### src/hw/rtl/prc_pkg.sv
`default_nettype none
package prc_pkg;

	localparam int CORDIC_STEPS = 24;

	localparam logic signed [35:0] PI_Q30      = 36'sd3373259426;
	localparam logic signed [35:0] HALF_PI_Q30 = 36'sd1686629713;
	localparam logic signed [35:0] TWO_PI_Q30  = 36'sd6746518852;
	localparam logic signed [33:0] GAIN_Q30    = 34'sd652032874;
	localparam logic signed [33:0] ONE_Q30     = 34'sd1073741824;

	localparam logic signed [47:0] MAX48 = 48'sh7FFF_FFFF_FFFF;
	localparam logic signed [47:0] MIN48 = 48'sh8000_0000_0000;

	localparam logic [30:0] STIFFNESS_RESET = 31'd65536;

	typedef enum logic [1:0] {
		REG_STIFFNESS = 2'd0,
		REG_OFFSET_X  = 2'd1,
		REG_OFFSET_Y  = 2'd2
	} reg_index_t;

	typedef struct packed {
		logic signed [31:0] first_x;
		logic signed [31:0] first_y;
		logic signed [31:0] first_angle;
		logic signed [31:0] second_x;
		logic signed [31:0] second_y;
	} in_beat_t;

	typedef struct packed {
		logic signed [47:0] residual_x;
		logic signed [47:0] residual_y;
		logic signed [47:0] force_first_x;
		logic signed [47:0] force_first_y;
		logic signed [47:0] moment_first;
		logic signed [47:0] force_second_x;
		logic signed [47:0] force_second_y;
		logic        [46:0] energy;
		logic signed [47:0] stiff_x_angle;
		logic signed [47:0] stiff_y_angle;
		logic signed [47:0] stiff_angle_angle;
	} out_beat_t;

	typedef struct packed {
		logic signed [31:0] first_x;
		logic signed [31:0] first_y;
		logic signed [31:0] second_x;
		logic signed [31:0] second_y;
	} side_t;

	// one CORDIC cell's worth of state, handed down the chain
	typedef struct packed {
		logic               valid;
		logic               neg;
		logic signed [33:0] x;
		logic signed [33:0] y;
		logic signed [33:0] z;
		side_t              side;
	} cordic_t;

	typedef struct packed {
		logic signed [47:0] c1;
		logic signed [47:0] c2;
		logic signed [47:0] f0;
		logic signed [47:0] f1;
		logic signed [47:0] sxa;
		logic signed [47:0] sya;
	} pass_t;

	function automatic logic signed [33:0] atan_q30(input logic [4:0] step);
		logic signed [33:0] r;
		unique case (step)
			5'd0:  r = 34'sd843314856;
			5'd1:  r = 34'sd497837829;
			5'd2:  r = 34'sd263043836;
			5'd3:  r = 34'sd133525158;
			5'd4:  r = 34'sd67021686;
			5'd5:  r = 34'sd33543515;
			5'd6:  r = 34'sd16775850;
			5'd7:  r = 34'sd8388437;
			5'd8:  r = 34'sd4194282;
			5'd9:  r = 34'sd2097149;
			5'd10: r = 34'sd1048575;
			5'd11: r = 34'sd524287;
			5'd12: r = 34'sd262143;
			5'd13: r = 34'sd131071;
			5'd14: r = 34'sd65535;
			5'd15: r = 34'sd32767;
			5'd16: r = 34'sd16383;
			5'd17: r = 34'sd8191;
			5'd18: r = 34'sd4095;
			5'd19: r = 34'sd2047;
			5'd20: r = 34'sd1023;
			5'd21: r = 34'sd511;
			5'd22: r = 34'sd255;
			5'd23: r = 34'sd127;
			5'd24: r = 34'sd63;
			5'd25: r = 34'sd31;
			5'd26: r = 34'sd15;
			5'd27: r = 34'sd8;
			5'd28: r = 34'sd4;
			5'd29: r = 34'sd2;
			5'd30: r = 34'sd1;
			default: r = 34'sd0;
		endcase
		return r;
	endfunction

	function automatic logic signed [47:0] sat48(input logic signed [48:0] v);
		logic signed [47:0] r;
		if (v > 49'(MAX48))
			r = MAX48;
		else if (v < 49'(MIN48))
			r = MIN48;
		else
			r = v[47:0];
		return r;
	endfunction

endpackage
`default_nettype wire

### src/hw/rtl/prc_cordic_cell.sv
`default_nettype none
module prc_cordic_cell import prc_pkg::*; (
	input  wire logic       clk,
	input  wire logic       arst_n,
	input  wire logic       en,
	input  wire logic [4:0] step,
	input  wire cordic_t    din,
	output cordic_t         dout
);

	logic signed [33:0] xs, ys, at;
	cordic_t            nxt;

	always_comb begin
		xs  = din.x >>> step;
		ys  = din.y >>> step;
		at  = atan_q30(step);
		nxt = din;
		// rotate toward zero residual angle
		if (!din.z[33]) begin
			nxt.x = din.x - ys;
			nxt.y = din.y + xs;
			nxt.z = din.z - at;
		end else begin
			nxt.x = din.x + ys;
			nxt.y = din.y - xs;
			nxt.z = din.z + at;
		end
	end

	always_ff @(posedge clk or negedge arst_n) begin
		if (!arst_n) begin
			dout <= '0;
		end else if (en) begin
			dout <= nxt;
		end
	end

endmodule
`default_nettype wire

### config.mk
export PLATFORM = sky130hd
export DESIGN_NAME = prc_cordic_cell
export DESIGN_NICKNAME = d
export VERILOG_FILES = /design/src/hw/rtl/prc_pkg.sv /design/src/hw/rtl/prc_cordic_cell.sv
export SDC_FILE = /design/constraint.sdc
export NUM_CORES = 1
export LEC_CHECK = 0
export BUFFER_PORTS_ARGS = -buffer_cell sky130_fd_sc_hd__clkbuf_2
export CORE_ASPECT_RATIO = 0.8
export CORE_MARGIN = 1.5
export CORE_UTILIZATION = 60
export CTS_BUF_LIST = sky130_fd_sc_hd__clkbuf_2
export DETAILED_ROUTE_END_ITERATION = 10
export PLACE_DENSITY = 0.89
export SYNTH_ARGS = -nofsm -noshare
export SYNTH_HDL_FRONTEND = slang
export SYNTH_SLANG_ARGS = --single-unit
### constraint.sdc
create_clock -name clk -period 2.61 [get_ports clk]
set_clock_uncertainty 0.15 [all_clocks]
set_input_delay 0.522 -clock clk [delete_from_list [all_inputs] [get_ports clk]]
set_output_delay 0.522 -clock clk [all_outputs]
set_load 0.1 [all_outputs]
==> flow_metrics.py, run 1 <==
metrics = {
    "run_status": {
        "status": "aborted with a tool error",
        "stop_stage": "clock tree synthesis",
        "tool.error": "[ERROR DPL-0033] detailed placement checks failed during check placement.",
    },
    "floorplan": {
        "io_pins": 472,
        "fp.dieW_um": 211.5,
        "die_height_um": 169.8,
        "num_rows": 60,
        "start_util_pct": 61.48,
    },
    "clock_network": {
        "cts-resized-gates": 267,
        "htreeDepth": 2,
        "cts_max_path_buffers": 3,
        "cts_made_buffers": 57,
        "clock-sinks": 232,
        "hold_buffers": 155,
        "root_buffer": "clkbuf_2",
        "post_cts_buffers": 60,
    },
    "synthesis": {
        "yosys.area_share.simple_pct": 12.32,
        "synthFlopType": "dfrtp_1",
        "ys_seq_area_share_pct": 27.83,
        "synth_nets": 2505,
        "async_flop_share_pct": 100.0,
        "synth_cells": 2152,
        "yosys.area_share.adder_pct": 6.885,
        "synth-xor-area-share_pct": 6.969,
        "yosysWarnings": 0,
        "syn_avg_cell_area_um2": 9.694,
        "synth_top_area_share_pct": 27.83,
        "synth_edf_count": 0,
        "synth_compound_area_share_pct": 18.37,
        "netlist_area_um2": 20860,
        "ys_seq_elements": 232,
        "synth_area_leader_cell": "dfrtp_1",
        "synth_top_family_by_area": "multiplexers",
        "synthMuxAreaShare_pct": 23.95,
        "ys_types": 94,
        "synth.area.top_cells": "dfrtp_1 (28%), mux2_2 (12%), mux4_2 (7.8%)",
    },
    "placement": {
        "gp_congestion": 1.321,
        "portBuffers": 471,
        "hpwl_um": 74380,
    },
}
## logic make-up after synthesis
logic type | Yosys count
mux | 379
simple gates | 514
compound gates | 577
buf+inv | 171
flops | 232
fa+ha+maj | 113
xor+xnor | 166
## cell usage after synthesis (all sizes together) (6+ instances only)
master and count:
nor2b 24, clkbuf 68, mux2i 71, and2 19
or2 14, nor2 136, a211oi 24, o21bai 18
xor2 57, nand2 134, o21ai 113, nand4 8
mux4 72, ha 110, o221ai 8, o22ai 17
nor4 12, o31ai 18, a21oi 137, a22oi 16
or3 9, a21boi 7, a21o 51, dfrtp 232
mux2 236, o211ai 19, o2bb2ai 9, o21a 21
inv 39, nand3 46, a41oi 7, buf 63
nand2b 25, and3 27, xnor2 109, nor3 35
a31oi 45, a221o 6
## metrics by stage
stage	TNS, ns	instances	worst slack, ns	instance area, um2	hold WS (ns)
3_5_place_dp	-250.96	3638	-3.622	28980	0.3218
2_1_floorplan	-183.69	2152	-2.758	21370	0.07641
3_3_place_gp	-226.28	3638	-3.098	28980	0.3145
==> inputs of run 2 (changes only) <==
--- a/config.mk
+++ b/config.mk
@@ -6,12 +6,10 @@
 export NUM_CORES = 1
 export LEC_CHECK = 0
 export BUFFER_PORTS_ARGS = -buffer_cell sky130_fd_sc_hd__clkbuf_2
-export CORE_ASPECT_RATIO = 0.8
 export CORE_MARGIN = 1.5
-export CORE_UTILIZATION = 60
-export CTS_BUF_LIST = sky130_fd_sc_hd__clkbuf_2
+export CORE_UTILIZATION = 40
 export DETAILED_ROUTE_END_ITERATION = 10
-export PLACE_DENSITY = 0.89
+export PLACE_DENSITY_LB_ADDON = 0.15
 export SYNTH_ARGS = -nofsm -noshare
 export SYNTH_HDL_FRONTEND = slang
 export SYNTH_SLANG_ARGS = --single-unit
==> flow_metrics.py, run 2 <==
metrics = {
    "placement": {
        "place_area_um2": 30080,
        "dp_cells": 3955,
        "portBuffers": 471,
        "hpwl_um": 76770,
        "pre_cts_slack_ns": -3.351,
        "gp_congestion": 0.9731,
    },
    "global_routing": {
        "antenna_found_initial": 0,
        "grt_pass1_wl_um": 143800,
        "busiest_layer": "met2",
        "grt_overflow": 0,
        "track_usage_pct": 35.22,
        "grt_start_max_net_pins": 94,
        "met1_usage_pct": 45.02,
        "grt_pass1_vias": 23820,
        "met3_usage_pct": 5.586,
        "use_met2_pct": 59.90,
    },
    "final_layout": {
        "final_common_cell": "buf_4",
        "top_register": "dout",
        "antennaDiodeCount": 0,
        "fin_nets": 3795,
        "synthToLayoutAreaGrowth_pct": 67.61,
        "largestRegisters": "dout (232)",
        "final_cells": 4141,
        "postLayoutCellArea_um2": 34960,
        "drive_gt1_share_pct": 62.29,
        "num-fill-cells": 4080,
        "layout_common_cells": "buf_4 (805), clkbuf_2 (466), dfrtp_1 (232), mux2_2 (195), nand2_1 (121)",
        "largest_reg_flops": 232,
    },
    "timing": {
        "setup_violations": 99,
        "period_minus_slack_ns": 5.174,
        "min_period_over_period_pct": 198.2,
        "grt_setup_unrepaired": "yes",
        "relSlewSlack_pct": 55.68,
        "hold_violations": 0,
        "worst_pin_slew_ns": 0.6623,
        "max_freq_ghz": 0.1933,
        "finalMaxSlewViolations": 0,
        "finalWorstSetupSlack_ns": -2.564,
    },
    "route": {
        "drtIter0Drc": 1750,
        "via_count": 23440,
        "drt_wl_total_um": 98660,
        "ant_nets": 0,
        "drc": 0,
        "wire_per_inst_um": 23.82,
        "drt-pass1-iter-count": 5,
        "viasPerCell": 5.660,
    },
    "clock_network": {
        "clkSlewWorstSetupHoldPaths_ns": 0.06,
        "htreeDepth": 1,
        "root_buffer": "clkbuf_16",
        "cts_max_path_buffers": 3,
        "cts_made_buffers": 27,
        "worstSkewPairLatency_ns": 0.56,
        "cts_tree": "done",
        "clock-sinks": 232,
    },
    "worst_setup_path": {
        "path_max_fanout": 5,
        "path_class": "in -> reg",
        "crit_arrival_ns": 5.48,
        "start_kind": "input port",
        "required_ns": 2.92,
        "end_kind": "register",
    },
    "synthesis": {
        "yosysWarnings": 0,
        "synthFlopType": "dfrtp_1",
        "synth_edf_count": 0,
        "synth_area_leader_cell": "dfrtp_1",
        "ys_types": 94,
        "synth_cells": 2152,
        "syn_avg_cell_area_um2": 9.694,
        "async_flop_share_pct": 100.0,
        "synth_top_area_share_pct": 27.83,
        "synth.most_common_cell": "dfrtp_1",
        "synth_common_cells": "dfrtp_1 (232), mux2_2 (223), a21oi_1 (135), nor2_1 (135), nand2_1 (134)",
        "ys_seq_elements": 232,
        "synth.area.top_cells": "dfrtp_1 (28%), mux2_2 (12%), mux4_2 (7.8%)",
        "netlist_area_um2": 20860,
        "synth_nets": 2505,
        "ys_seq_area_share_pct": 27.83,
    },
    "power_and_ir_drop": {
        "p_per_area_nw_per_um2": 738.7,
        "p_total_mw": 25.83,
        "power_leakage_nw": 16.40,
        "ir_worst_vdd_mv": 1.063,
    },
    "flow_run": {
        "maxCapViolations": 0,
    },
    "floorplan": {
        "core_um2": 51410,
        "start_util_pct": 40.58,
        "die_height_um": 231.4,
        "num_rows": 83,
        "die_area_um2": 53530,
        "fp.dieW_um": 231.4,
        "io_pins": 472,
    },
    "hold_path": {
        "hold_class": "in -> reg",
    },
    "run_status": {
        "failed_checks": "setup timing",
        "status": "complete, but fails checks",
    },
}
run 2: cell counts after synthesis:
Identical to the previous run, type by type.
run 2: cell type report:
cell class	instances	area (um2)	share of cell area, %
timing repair buffer	1392	10190	29.14
tap	680	850.8	2.433
multi-input combinational	1749	17110	48.94
clock buffer	39	780.7	2.233
inverter	40	172.7	0.4938
sequential	232	5806	16.60
clock inverter	9	56.30	0.1610
run 2: what timing repair did:
action | CTS | global route
setup endpoints to repair | 99 | 99
gates resized for setup | 348 | 235
hold buffers | 1 | 0
setup buffers | 83 | 65
pin swaps | 138 | 186
endpoints found under the hold margin | 52 | 0
gates cloned | 4 | 4
run 2: report_power, final:
part	switching, mW	internal, mW	leakage [nW]
logic	11.4	5.81	13.3
clock network	1.56	2.07	0.413
registers	0.506	4.44	2.72
run 2: metal layers:
layer	vias to the layer above	share of wire [%]	wire length, um
li1	10660	-	-
met1	11620	41	40460
met2	949	49	47980
met3	208	6.4	6363
met4	0	3.9	3859
met5	-	0	0
run 2: metrics by stage:
step,TNS [ns],hold WS (ns),utilization (%)
after global routing,-188.29,0.008079,68.02
final,-178.12,0.02627,68.02
after global placement,-250.20,0.3168,58.51
after detailed placement,-253.57,0.3256,58.51
after CTS,-169.42,0.003696,64.81
after floorplan,-183.69,0.07641,-
run 2: worst paths after layout:
check	from	to	slack, ns	cells after the start
max	step[0]	dout[193]	-2.56	24
min	din[98]	dout[98]	0.03	2
max reg2reg	dout[191]	dout[191]	1.60	2
min reg2reg	dout[182]	dout[182]	0.33	1
max in group asynchronous	arst_n	dout[7]	1.18	3
min in group asynchronous	arst_n	dout[211]	0.39	2
run 2: critical path, cell delays in order:
cell and delay (ns):
buf_16 0.13, buf_8 0.12, buf_16 0.11, buf_12 0.10
mux4_2 0.55, a22o_4 0.29, a221oi_4 0.35, ha_4 0.22
nand2_4 0.05, buf_4 0.13, nor4_4 0.30, and4bb_1 0.28
and3_4 0.22, a31oi_4 0.10, xnor2_1 0.14, ha_1 0.33
a21o_1 0.18, a21oi_2 0.14, o21ai_1 0.08, a21o_1 0.19
or3_4 0.33, o21ba_4 0.22, xor2_1 0.14, mux2_4 0.26
run 2: logic make-up (layout without fill, tap and decap cells):
family | Yosys count | in the layout | synth area share (%)
buffers and inverters | 171 | 1480 | 3.671
flip-flops | 232 | 232 | 27.83
adder cells (fa/ha/maj) | 113 | 113 | 6.885
multiplexers | 379 | 379 | 23.95
AND/OR/NAND/NOR | 514 | 514 | 12.32
AO/OA/AOI/OAI | 577 | 577 | 18.37
XOR/XNOR | 166 | 166 | 6.969
No activity file was read; power rests on OpenSTA's default activity.
